===== src/hdl/mac_learning_forward_table_defines.svh =====
// Assertion macros shared by the project.
`ifndef MAC_LEARNING_FORWARD_TABLE_DEFINES_SVH
`define MAC_LEARNING_FORWARD_TABLE_DEFINES_SVH

// Same-cycle implication.
`define MLFT_ASSERT_IMP(lbl, clk, rst, ante, cons, msg) \
   lbl: assert property (@(posedge clk) disable iff (rst) (ante) |-> (cons)) \
      else $error(msg);

// Next-cycle implication.
`define MLFT_ASSERT_NXT(lbl, clk, rst, ante, cons, msg) \
   lbl: assert property (@(posedge clk) disable iff (rst) (ante) |=> (cons)) \
      else $error(msg);

`endif


===== src/hdl/mlft_pkg.sv =====
`timescale 1ns / 1ps
package mlft_pkg;

   localparam int NUM_PORTS_DEF   = 8;
   localparam int TABLE_DEPTH_DEF = 64;
   localparam int MAC_W           = 48;
   localparam int PORT_W          = 3;
   localparam int MASK_W          = 8;
   localparam int CSR_W           = 4;
   localparam logic [CSR_W-1:0] CSR_PORTS_RESET = CSR_W'(8);

   typedef struct packed {
      logic [MAC_W-1:0]  src_mac;
      logic [MAC_W-1:0]  dst_mac;
      logic [PORT_W-1:0] in_port;
   } req_type;

   typedef struct packed {
      logic [MASK_W-1:0] port_mask;
      logic              dst_found;
      logic              learned;
      logic              learn_dropped;
   } rsp_type;

   typedef struct packed {
      logic [MAC_W-1:0]  mac;
      logic [PORT_W-1:0] port;
   } entry_type;

   function automatic logic [MASK_W-1:0] port_onehot(input logic [PORT_W-1:0] port);
      logic [MASK_W-1:0] m;
      m = '0;
      m[port] = 1'b1;
      return m;
   endfunction

   function automatic logic [MASK_W-1:0] flood_mask(input logic [CSR_W-1:0] n,
                                                    input logic [PORT_W-1:0] in_port);
      logic [MASK_W-1:0] m;
      m = '0;
      for (int p = 0; p < MASK_W; p++) begin
         if ((CSR_W'(p) < n) && (PORT_W'(p) != in_port)) begin
            m[p] = 1'b1;
         end
      end
      return m;
   endfunction

endpackage


===== src/hdl/mlft_ram.sv =====
`timescale 1ns / 1ps
module mlft_ram #(
   parameter int TABLE_DEPTH = mlft_pkg::TABLE_DEPTH_DEF
) (
   input  logic                           clock,
   input  logic                           wr_en,
   input  logic [$clog2(TABLE_DEPTH)-1:0] wr_addr,
   input  mlft_pkg::entry_type            wr_data,
   input  logic                           rd_en,
   input  logic [$clog2(TABLE_DEPTH)-1:0] rd_addr,
   output mlft_pkg::entry_type            rd_data
);
   import mlft_pkg::*;

   entry_type mem [TABLE_DEPTH];
   entry_type rd_data_ff;

   always_ff @(posedge clock) begin
      if (wr_en) begin
         mem[wr_addr] <= wr_data;
      end
   end

   always_ff @(posedge clock) begin
      if (rd_en) begin
         rd_data_ff <= mem[rd_addr];
      end
   end

   assign rd_data = rd_data_ff;

endmodule


===== src/hdl/mlft_engine.sv =====
`timescale 1ns / 1ps
module mlft_engine #(
   parameter int NUM_PORTS   = mlft_pkg::NUM_PORTS_DEF,
   parameter int TABLE_DEPTH = mlft_pkg::TABLE_DEPTH_DEF
) (
   input  logic                           clock,
   input  logic                           reset,
   input  logic                           start,
   output logic                           busy,
   input  mlft_pkg::req_type              req_data,
   output logic                           rsp_valid,
   output mlft_pkg::rsp_type              rsp_data,
   input  logic [mlft_pkg::CSR_W-1:0]     ports_in_use,
   output logic                           ram_rd_en,
   output logic [$clog2(TABLE_DEPTH)-1:0] ram_rd_addr,
   input  mlft_pkg::entry_type            ram_rd_data,
   output logic                           ram_wr_en,
   output logic [$clog2(TABLE_DEPTH)-1:0] ram_wr_addr,
   output mlft_pkg::entry_type            ram_wr_data
);
   import mlft_pkg::*;

   localparam int AW = $clog2(TABLE_DEPTH);
   localparam int CW = $clog2(TABLE_DEPTH + 1);
   localparam logic [CW-1:0]    DEPTH_C = CW'(TABLE_DEPTH);
   localparam logic [CSR_W-1:0] NP_C    = CSR_W'(NUM_PORTS);

   typedef enum logic [2:0] {
      ST_IDLE = 3'b001,
      ST_SCAN = 3'b010,
      ST_FIN  = 3'b100
   } state_type;

   state_type         state_ff, state_in;
   req_type           req_ff, req_in;
   logic [CW-1:0]     iss_ff, iss_in;
   logic [CW-1:0]     count_ff, count_in;
   logic              chk_ff, chk_in;
   logic              src_hit_ff, src_hit_in;
   logic              dst_hit_ff, dst_hit_in;
   logic [PORT_W-1:0] dst_port_ff, dst_port_in;
   logic              rsp_valid_ff, rsp_valid_in;
   rsp_type           rsp_ff, rsp_in;
   logic              learn;
   logic [CSR_W-1:0]  flood_n;

   always_comb begin
      state_in     = state_ff;
      req_in       = req_ff;
      iss_in       = iss_ff;
      count_in     = count_ff;
      chk_in       = chk_ff;
      src_hit_in   = src_hit_ff;
      dst_hit_in   = dst_hit_ff;
      dst_port_in  = dst_port_ff;
      rsp_valid_in = 1'b0;
      rsp_in       = rsp_ff;
      ram_rd_en    = 1'b0;
      ram_wr_en    = 1'b0;
      learn        = !src_hit_ff && (count_ff < DEPTH_C);
      flood_n      = (ports_in_use > NP_C) ? NP_C : ports_in_use;
      case (state_ff)
         ST_IDLE: begin
            if (start) begin
               req_in     = req_data;
               iss_in     = '0;
               chk_in     = 1'b0;
               src_hit_in = 1'b0;
               dst_hit_in = 1'b0;
               state_in   = ST_SCAN;
            end
         end
         ST_SCAN: begin
            if (chk_ff) begin
               if (ram_rd_data.mac == req_ff.src_mac) begin
                  src_hit_in = 1'b1;
               end
               if (ram_rd_data.mac == req_ff.dst_mac) begin
                  dst_hit_in  = 1'b1;
                  dst_port_in = ram_rd_data.port;
               end
            end
            if (iss_ff != count_ff) begin
               ram_rd_en = 1'b1;
               iss_in    = iss_ff + CW'(1);
               chk_in    = 1'b1;
            end else begin
               chk_in   = 1'b0;
               state_in = ST_FIN;
            end
         end
         ST_FIN: begin
            ram_wr_en            = learn;
            count_in             = learn ? count_ff + CW'(1) : count_ff;
            rsp_in.learned       = learn;
            rsp_in.learn_dropped = !src_hit_ff && !learn;
            if (dst_hit_ff) begin
               rsp_in.dst_found = 1'b1;
               rsp_in.port_mask = port_onehot(dst_port_ff);
            end else if (learn && (req_ff.dst_mac == req_ff.src_mac)) begin
               rsp_in.dst_found = 1'b1;
               rsp_in.port_mask = port_onehot(req_ff.in_port);
            end else begin
               rsp_in.dst_found = 1'b0;
               rsp_in.port_mask = flood_mask(flood_n, req_ff.in_port);
            end
            rsp_valid_in = 1'b1;
            state_in     = ST_IDLE;
         end
         default: begin
            state_in = ST_IDLE;
         end
      endcase
   end

   always_ff @(posedge clock) begin
      if (reset) begin
         state_ff     <= ST_IDLE;
         count_ff     <= '0;
         rsp_valid_ff <= 1'b0;
      end else begin
         state_ff     <= state_in;
         count_ff     <= count_in;
         rsp_valid_ff <= rsp_valid_in;
      end
   end

   always_ff @(posedge clock) begin
      req_ff      <= req_in;
      iss_ff      <= iss_in;
      chk_ff      <= chk_in;
      src_hit_ff  <= src_hit_in;
      dst_hit_ff  <= dst_hit_in;
      dst_port_ff <= dst_port_in;
      rsp_ff      <= rsp_in;
   end

   assign busy             = (state_ff != ST_IDLE);
   assign rsp_valid        = rsp_valid_ff;
   assign rsp_data         = rsp_ff;
   assign ram_rd_addr      = iss_ff[AW-1:0];
   assign ram_wr_addr      = count_ff[AW-1:0];
   assign ram_wr_data.mac  = req_ff.src_mac;
   assign ram_wr_data.port = req_ff.in_port;

endmodule


===== src/hdl/mac_learning_forward_table.sv =====
`timescale 1ns / 1ps
// MAC learning and forwarding decision for a small Ethernet switch.
// Request channel: drive req_data (source MAC, destination MAC, ingress port)
// and raise start; the request is taken at a clock edge with start high and
// busy low. Busy stays high while the request is processed.
// Response channel: rsp_valid pulses for one cycle with rsp_data holding the
// port mask, destination hit, learned and learn-dropped flags. The receiver
// cannot stall; the response must be taken in that cycle.
// Timing: the table is scanned one entry per cycle through a synchronous RAM
// with separate read and write ports; only the stored entries are scanned, at
// most TABLE_DEPTH. The response is shown in the cycle busy drops, and a new
// request may be taken in the cycle the response is shown, so one request
// must finish before the next is accepted.
// Configuration: csr_write_data is written to the ports-in-use register at an
// edge with csr_write_en high; write only while idle.
// Reset (synchronous, active high): table emptied through its fill count, no
// clearing pass; ports in use returns to 8; no response pending.
module mac_learning_forward_table #(
   parameter int NUM_PORTS   = mlft_pkg::NUM_PORTS_DEF,
   parameter int TABLE_DEPTH = mlft_pkg::TABLE_DEPTH_DEF
) (
   input  logic                       clock,
   input  logic                       reset,
   input  logic                       start,
   output logic                       busy,
   input  mlft_pkg::req_type          req_data,
   output logic                       rsp_valid,
   output mlft_pkg::rsp_type          rsp_data,
   input  logic                       csr_write_en,
   input  logic [mlft_pkg::CSR_W-1:0] csr_write_data
);
   import mlft_pkg::*;
   `include "mac_learning_forward_table_defines.svh"

   localparam int AW = $clog2(TABLE_DEPTH);

   logic [CSR_W-1:0] ports_in_use_ff, ports_in_use_in;
   logic             ram_rd_en, ram_wr_en;
   logic [AW-1:0]    ram_rd_addr, ram_wr_addr;
   entry_type        ram_rd_data, ram_wr_data;

   assign ports_in_use_in = csr_write_en ? csr_write_data : ports_in_use_ff;

   always_ff @(posedge clock) begin
      if (reset) begin
         ports_in_use_ff <= CSR_PORTS_RESET;
      end else begin
         ports_in_use_ff <= ports_in_use_in;
      end
   end

   mlft_engine #(
      .NUM_PORTS   (NUM_PORTS),
      .TABLE_DEPTH (TABLE_DEPTH)
   ) u_engine (
      .clock        (clock),
      .reset        (reset),
      .start        (start),
      .busy         (busy),
      .req_data     (req_data),
      .rsp_valid    (rsp_valid),
      .rsp_data     (rsp_data),
      .ports_in_use (ports_in_use_ff),
      .ram_rd_en    (ram_rd_en),
      .ram_rd_addr  (ram_rd_addr),
      .ram_rd_data  (ram_rd_data),
      .ram_wr_en    (ram_wr_en),
      .ram_wr_addr  (ram_wr_addr),
      .ram_wr_data  (ram_wr_data)
   );

   mlft_ram #(
      .TABLE_DEPTH (TABLE_DEPTH)
   ) u_ram (
      .clock   (clock),
      .wr_en   (ram_wr_en),
      .wr_addr (ram_wr_addr),
      .wr_data (ram_wr_data),
      .rd_en   (ram_rd_en),
      .rd_addr (ram_rd_addr),
      .rd_data (ram_rd_data)
   );

   `MLFT_ASSERT_NXT(a_accept_busy, clock, reset, start && !busy, busy, "accepted request not busy")
   `MLFT_ASSERT_IMP(a_rsp_idle, clock, reset, rsp_valid, !busy, "response while busy")
   `MLFT_ASSERT_NXT(a_rsp_single, clock, reset, rsp_valid, !rsp_valid, "response repeated")
   `MLFT_ASSERT_IMP(a_hit_onehot, clock, reset, rsp_valid && rsp_data.dst_found, $onehot(rsp_data.port_mask) && !(rsp_data.learned && rsp_data.learn_dropped), "bad hit response")

endmodule


===== config.mk =====
export PLATFORM = sky130hd
export DESIGN_NAME = mac_learning_forward_table
export DESIGN_NICKNAME = d
export VERILOG_FILES = /design/src/hdl/mlft_pkg.sv /design/src/hdl/mlft_ram.sv /design/src/hdl/mlft_engine.sv /design/src/hdl/mac_learning_forward_table.sv
export VERILOG_INCLUDE_DIRS = /design/src /design/src/hdl
export SDC_FILE = /design/constraint.sdc
export NUM_CORES = 2
export LEC_CHECK = 0
export ABC_AREA = 1
export BUFFER_PORTS_ARGS = -buffer_cell sky130_fd_sc_hd__clkbuf_2
export CAP_MARGIN = 15
export CORE_MARGIN = 4
export CORE_UTILIZATION = 30
export DETAILED_ROUTE_END_ITERATION = 7
export PLACE_DENSITY = 0.49
export REMOVE_ABC_BUFFERS = 1
export SLEW_MARGIN = 20
export SYNTH_ARGS = -nofsm -noshare
export SYNTH_HDL_FRONTEND = slang
export SYNTH_SLANG_ARGS = --single-unit

===== constraint.sdc =====
create_clock -name clock -period 7.8 [get_ports clock]
set_input_delay 0.78 -clock clock [delete_from_list [all_inputs] [get_ports clock]]
set_output_delay 0.78 -clock clock [all_outputs]
set_load 0.02 [all_outputs]

After elaboration in Yosys (flattened, before gate mapping)
Memories as Yosys holds them, arrays and structs flattened. A register that Yosys moved wholly into a read port is not among the register bits.
Index checks and enable logic that the tools add are counted.
{ "op_classes": {"magnitude_cmp": 14, "eq_ne": 21, "n_addsub": 2, "n_mux": 35, "reduce_logical": 25} }
{ "op_table": {"columns": ["cell", "count"], "rows": [
  ["48-bit equality test", 3],
  ["1-bit 2-to-1 mux", 21],
  ["9-bit 2-to-1 mux", 2],
  ["3-bit by 4-bit less-than comparator with 1-bit output, first input constant", 4],
  ["7-bit by 1-bit adder with 7-bit output, second input constant", 2],
  ["7-bit 2-to-1 mux", 2],
  ["7-bit case mux with 2 select lines", 1],
  ["1-bit logical AND", 13],
  ["3-bit != test, first input constant", 4],
  ["1-bit by 4-bit less-than comparator with 1-bit output, first input constant", 2],
  ["2-bit by 4-bit less-than comparator with 1-bit output, first input constant", 2],
  ["3-bit by 4-bit less-than comparator with 1-bit output, second input constant", 2],
  ["2-bit by 1-bit != test with 1-bit output, second input constant", 4],
  ["2-bit AND reduction", 4],
  ["4-bit AND reduction", 2],
  ["7-bit less-than comparator, second input constant", 1],
  ["7-bit != test", 1],
  ["1-bit demux with 3-bit select", 2],
  ["3-bit by 1-bit greater-or-equal comparator with 1-bit output, second input constant", 2],
  ["3-bit 2-to-1 mux", 2],
  ["2-bit by 3-bit != test with 1-bit output, first input constant", 2],
  ["1-bit case mux with 2 select lines", 3],
  ["3-bit case mux with 2 select lines", 1],
  ["3-bit AND reduction", 2],
  ["other kinds (11)", 13]
]} }
{ "word_totals": {"mem_bits_rw": 3264, "register_bits": 138, "input_bits": 107, "wordCells": 114, "mem_count": 1} }
{ "memory_table": {"columns": ["name", "words", "width", "read_ports", "rd_clocked_by_memory_dff", "write_ports", "line", "text"], "rows": [
  ["u_ram.mem", 64, 51, 1, 1, 1, "mlft_ram.sv:15", "entry_type mem [TABLE_DEPTH];"]
]} }

Depth between registers and ports, before layout
{ "logic_depth": {"depth_word": 7, "depth_mapped": 14, "ltp_nobuf": 13} }

Hierarchy
From an unflattened synthesis, not the netlist that was laid out.
{ "unflattened": {"cells_unflattened": 11736, "hier_area_um2": 140912.6} }
{ "modules_own_cells": {"columns": ["mod", "area_per_inst_um2", "n_inst", "cells_per_inst", "seq_area_each_um2"], "rows": [
  ["mlft_ram", 132678.5, 1, 10740, 99545.5],
  ["mlft_engine", 8059.0, 1, 971, 3913.8],
  ["mac_learning_forward_table", 175.2, 1, 25, 80.1]
]} }

Worst setup path before layout
Ideal clock, no wire load.
{ "synth_timing": {"kind": "input to register", "start": "input start", "end": "register u_engine.iss_ff[0] (enable)", "required_time_ns": 7.458, "t_arrival_ns": 5.966, "n_path_buf": 0, "slack_ns": 1.492, "stages": 4, "path_cell_list": "inv_1 -> nor2_1 -> inv_1 -> nand2_1"} }
{ "synth_via": {"elab_chain_cells": 2} }
{ "synth_lines": {"columns": ["element", "line", "text"], "rows": [
  ["start: declaration", "mac_learning_forward_table.sv:24", "input logic start,"],
  ["2-bit != test (no source line)", null, null],
  ["3-bit AND reduction (no source line)", null, null],
  ["end signal: assignment", "mlft_engine.sv:130", "iss_ff <= iss_in;"],
  ["end: declaration", "mlft_engine.sv:36", "logic [CW-1:0] iss_ff, iss_in;"]
]} }
Every way passes these cells.
A chain may end at the register's enable or synchronous reset.

Final worst setup path
{ "layout_timing": {"start": "register u_engine.state_ff[2]", "end": "memory u_ram.mem[54][4] (netlist name) (enable)"} }
{ "layout_via": {"elab_chain_cells": 4} }
{ "layout_lines": {"columns": ["element", "line", "text"], "rows": [
  ["start: declaration", "mlft_engine.sv:34", "state_type state_ff, state_in;"],
  ["start signal: assignment", "mlft_engine.sv:122", "state_ff <= state_in;"],
  ["3-bit equality test", "mlft_engine.sv:62", "case (state_ff)"],
  ["1-bit 2-to-1 mux", "mlft_engine.sv:62", null],
  ["1-bit 2-to-1 mux", "mlft_ram.sv:19", "if (wr_en) begin"],
  ["1-bit 2-to-1 mux (implied by the code)", "mlft_ram.sv:20", "mem[wr_addr] <= wr_data;"],
  ["end: declaration", "mlft_ram.sv:15", null]
]} }
Every way passes these cells.

==> out/metrics.csv <==
metric,value,unit
Max-cap violations,0,
CP peak stage delay,1.02,ns
dominant synthesized flop cell,edfxtp_1,
Syn. warnings,0,
routed length per placed instance,27.9,µm
Max VDD drop,0.169,mV
Num CTS Buffers,378,
grt met2 use,30.9,%
status,finished with violations,
total core area,452000,µm²
Die H,682,µm
top-count cell post-synth,edfxtp_1,
async set or reset register ratio after synthesis,0,%
starting density of the core,30.1,%
Cell variety after synth,34,
Pwr Density,261,nW/µm²
first-pass iteration count of the detailed router,8,
num rows,247,
drt drc,1,
Detail Route Antenna Nets,0,
LEAKAGE,50.2,nW
CTS tree,built,
Area contributors post-synth,"edfxtp_1 (76%), nor2_1 (6.2%), o21ai_0 (5.7%), nand2_1 (2.2%), o211ai_1 (2.1%)",
final setup fails,0,
die footprint,465000,µm²
Post-Syn Area,136000,µm²
Syn Inst Count,10511,
Final Core Density,34.7,%
initial antenna violation count,25,
"Hold Vio Cnt, Final",0,
"Seq/Total Area, Yosys",76.0,%
input/output buffers,119,
area post-placement,144000,µm²
final WL,473,mm
crit path DAT,5.43,ns
met3 Usage GRT,2.42,%
clk_lat worst skew,1.01,ns
GPL Wtd Cong,0.875,
fill count,43962,
Final nets,10790,
"Req. time, crit path",8.41,ns
clock root buffer,clkbuf_16,
Seq cells post-synth,3453,
DP HPWL,260,mm
GR Util met1,27.6,%
worst min path class,input port to flop,
min cycle time layout,4.81,ns
Overflow after GRT,0,
Vias/cell,5.28,
RSZ-0062 raised after global routing,false,
Slew headroom,20.8,%
Max Slew Vio Count,0,
Crit Path Class,flop to flop,
Die Wd,682,µm
GR Util All Layers,19.7,%
first-pass GRT wire length,662,mm
worst slew pin tran,1.19,ns
Crit Path Max Fanout,33,
synth cell count leaders,"edfxtp_1 (3438), nor2_1 (2241), o21ai_0 (1558)",
crit-path most repeated cell,inv_1,
violated checks,design-rule violations,
setup ws final,2.99,ns
Syn Area/Cell,13.0,µm²
Final Skew,0.0552,ns
Yosys top cell area share,75.8,%
Vias,89568,
clk buf depth,4,
Setup WS pre-CTS,3.08,ns
fin area,157000,µm²
H-tree Lvls,5,
crit path capture type,flop,
layout cells sized above 1,8.85,%
fmax,208,MHz
Worst Setup Start Kind,flop,
# clock sinks,3453,
1st-iter DRT viols,10744,
"Clk pin slew, worst setup/hold paths",0.06,ns
PnR Total Power,41.0,mW
Fin Setup TNS,0,ns
Post-synth EDFFs,3438,
most used routing layer,met2,
Critical-path top delay cell,nor2_4,
Layout area overhead,15.3,%
critical-path cell list,"inv_1, nor3_2, buf_4, inv_1, nor2_1, inv_1, nor2_1, nand3_1, nor2_4, buf_4",
number of global-route vias before repair,86350,
"area leader, netlist",edfxtp_1,
I/O pin count,120,
Tcrit/Tclk final,61.7,%
pin count of the biggest net entering global routing,181,
==> kinds of logic (layout without fill, tap and decap cells) <==
group	after synthesis	count (layout)	synth area share (%)
simple gates	3503	3503	10.1
buf+inv	864	1341	2.69
mux	1	1	0.00735
compound gates	2644	2644	10.9
fa+ha+maj	2	2	0.0184
other cells	0	6	0
xor+xnor	44	44	0.283
flops	3453	3453	76.0
==> metal layers <==
layer  wire (µm)  vias to the layer above
met4       21300                        0
li1            -                    38934
met5           0                        -
met2      214000                     3981
met1      202000                    45959
met3       35000                      694
==> stage by stage <==
step	cells	hold slack, ns
6_report	16970	0.0222
3_5_place_dp	16188	0.422
3_3_place_gp	16184	0.411
2_1_floorplan	9835	0.400
5_1_grt	16968	0.000201
4_1_cts	16963	0.00550
==> cell type report <==
| type | instances | area [µm²] | area share (%) |
|---|---|---|---|
| tap | 5976 | 7480 | 4.76 |
| inverter | 188 | 754 | 0.480 |
| timing repair buffer | 466 | 3910 | 2.49 |
| clock buffer | 470 | 9940 | 6.33 |
| multi-input combinational | 6194 | 29600 | 18.8 |
| clock inverter | 217 | 1920 | 1.22 |
| antenna | 6 | 15.0 | 0.00956 |
| sequential | 3453 | 104000 | 65.9 |
==> power breakdown <==
part | switching [mW] | total [mW] | internal, mW
registers | 0.111 | 20.7 | 20.5
clock network | 7.47 | 17.4 | 9.88
logic | 2.28 | 2.98 | 0.702
==> worst paths after layout <==
kind | start | end | slack [ns] | cells after the start
min | req_data[87] | u_engine.ram_wr_data[39]$_DFFE_PP_ | 0.02 | 1
max | u_engine.state_ff[2]$_SDFFE_PP0P_ | u_ram.mem[54][4]$_DFFE_PP_ | 2.99 | 10
max reg2reg | u_engine.state_ff[2]$_SDFFE_PP0P_ | u_ram.mem[54][4]$_DFFE_PP_ | 2.99 | 10
min reg2reg | u_ram.rd_data[0]$_DFFE_PP_ | u_engine.dst_port_ff[0]$_DFFE_PP_ | 0.43 | 0
==> critical path, delay by kind of cell, from the launching register on <==
kind                   cells  cell delay, ns
buffers and inverters      5            1.35
flip-flops                 1            0.35
AND/OR/NAND/NOR            5            2.57
==> flip-flops by register name, indices dropped and copies added, names as in the netlist, 4 cells and up <==
signal                cells
u_ram.mem              3264
u_engine.ram_wr_data     51
u_ram.rd_data            51
u_engine.req_ff          48
u_engine.rsp_data        11
u_engine.count_ff         7
u_engine.iss_ff           7
ports_in_use_ff           4
==> layout by cell type (no fill, tap or decap), types with 6 or more instances in the layout <==
| master | netlist | routed |
|---|---|---|
| a21oi_1 | 118 | 118 |
| a22oi_1 | 50 | 50 |
| buf_12 | 0 | 37 |
| buf_4 | 29 | 220 |
| bufinv_16 | 0 | 25 |
| clkbuf_1 | 419 | 84 |
| clkbuf_16 | 0 | 383 |
| clkbuf_2 | 0 | 119 |
| clkinv_1 | 14 | 106 |
| clkinv_2 | 0 | 62 |
| clkinv_8 | 0 | 9 |
| clkinvlp_4 | 0 | 13 |
| dfxtp_1 | 15 | 15 |
| diode_2 | 0 | 6 |
| dlygate4sd3_1 | 0 | 88 |
| edfxtp_1 | 3438 | 3438 |
| inv_1 | 169 | 165 |
| inv_6 | 0 | 6 |
| inv_8 | 0 | 6 |
| nand2_1 | 815 | 814 |
| nand3_1 | 415 | 415 |
| nand4_1 | 11 | 11 |
| nor2_1 | 2241 | 2174 |
| nor2_4 | 0 | 67 |
| nor3_1 | 14 | 12 |
| o211ai_1 | 389 | 389 |
| o21ai_0 | 1558 | 1558 |
| o21ai_1 | 131 | 131 |
| o221ai_1 | 18 | 18 |
| o22ai_1 | 376 | 376 |
| xnor2_1 | 31 | 31 |
| xor2_1 | 13 | 13 |
==> timing repair <==
action,in CTS,in global routing
gates resized for setup,0,0
buffers inserted,0,0
hold endpoints to repair,88,0
hold buffers,88,0
Note: power is estimated with default switching activity, not from simulation.
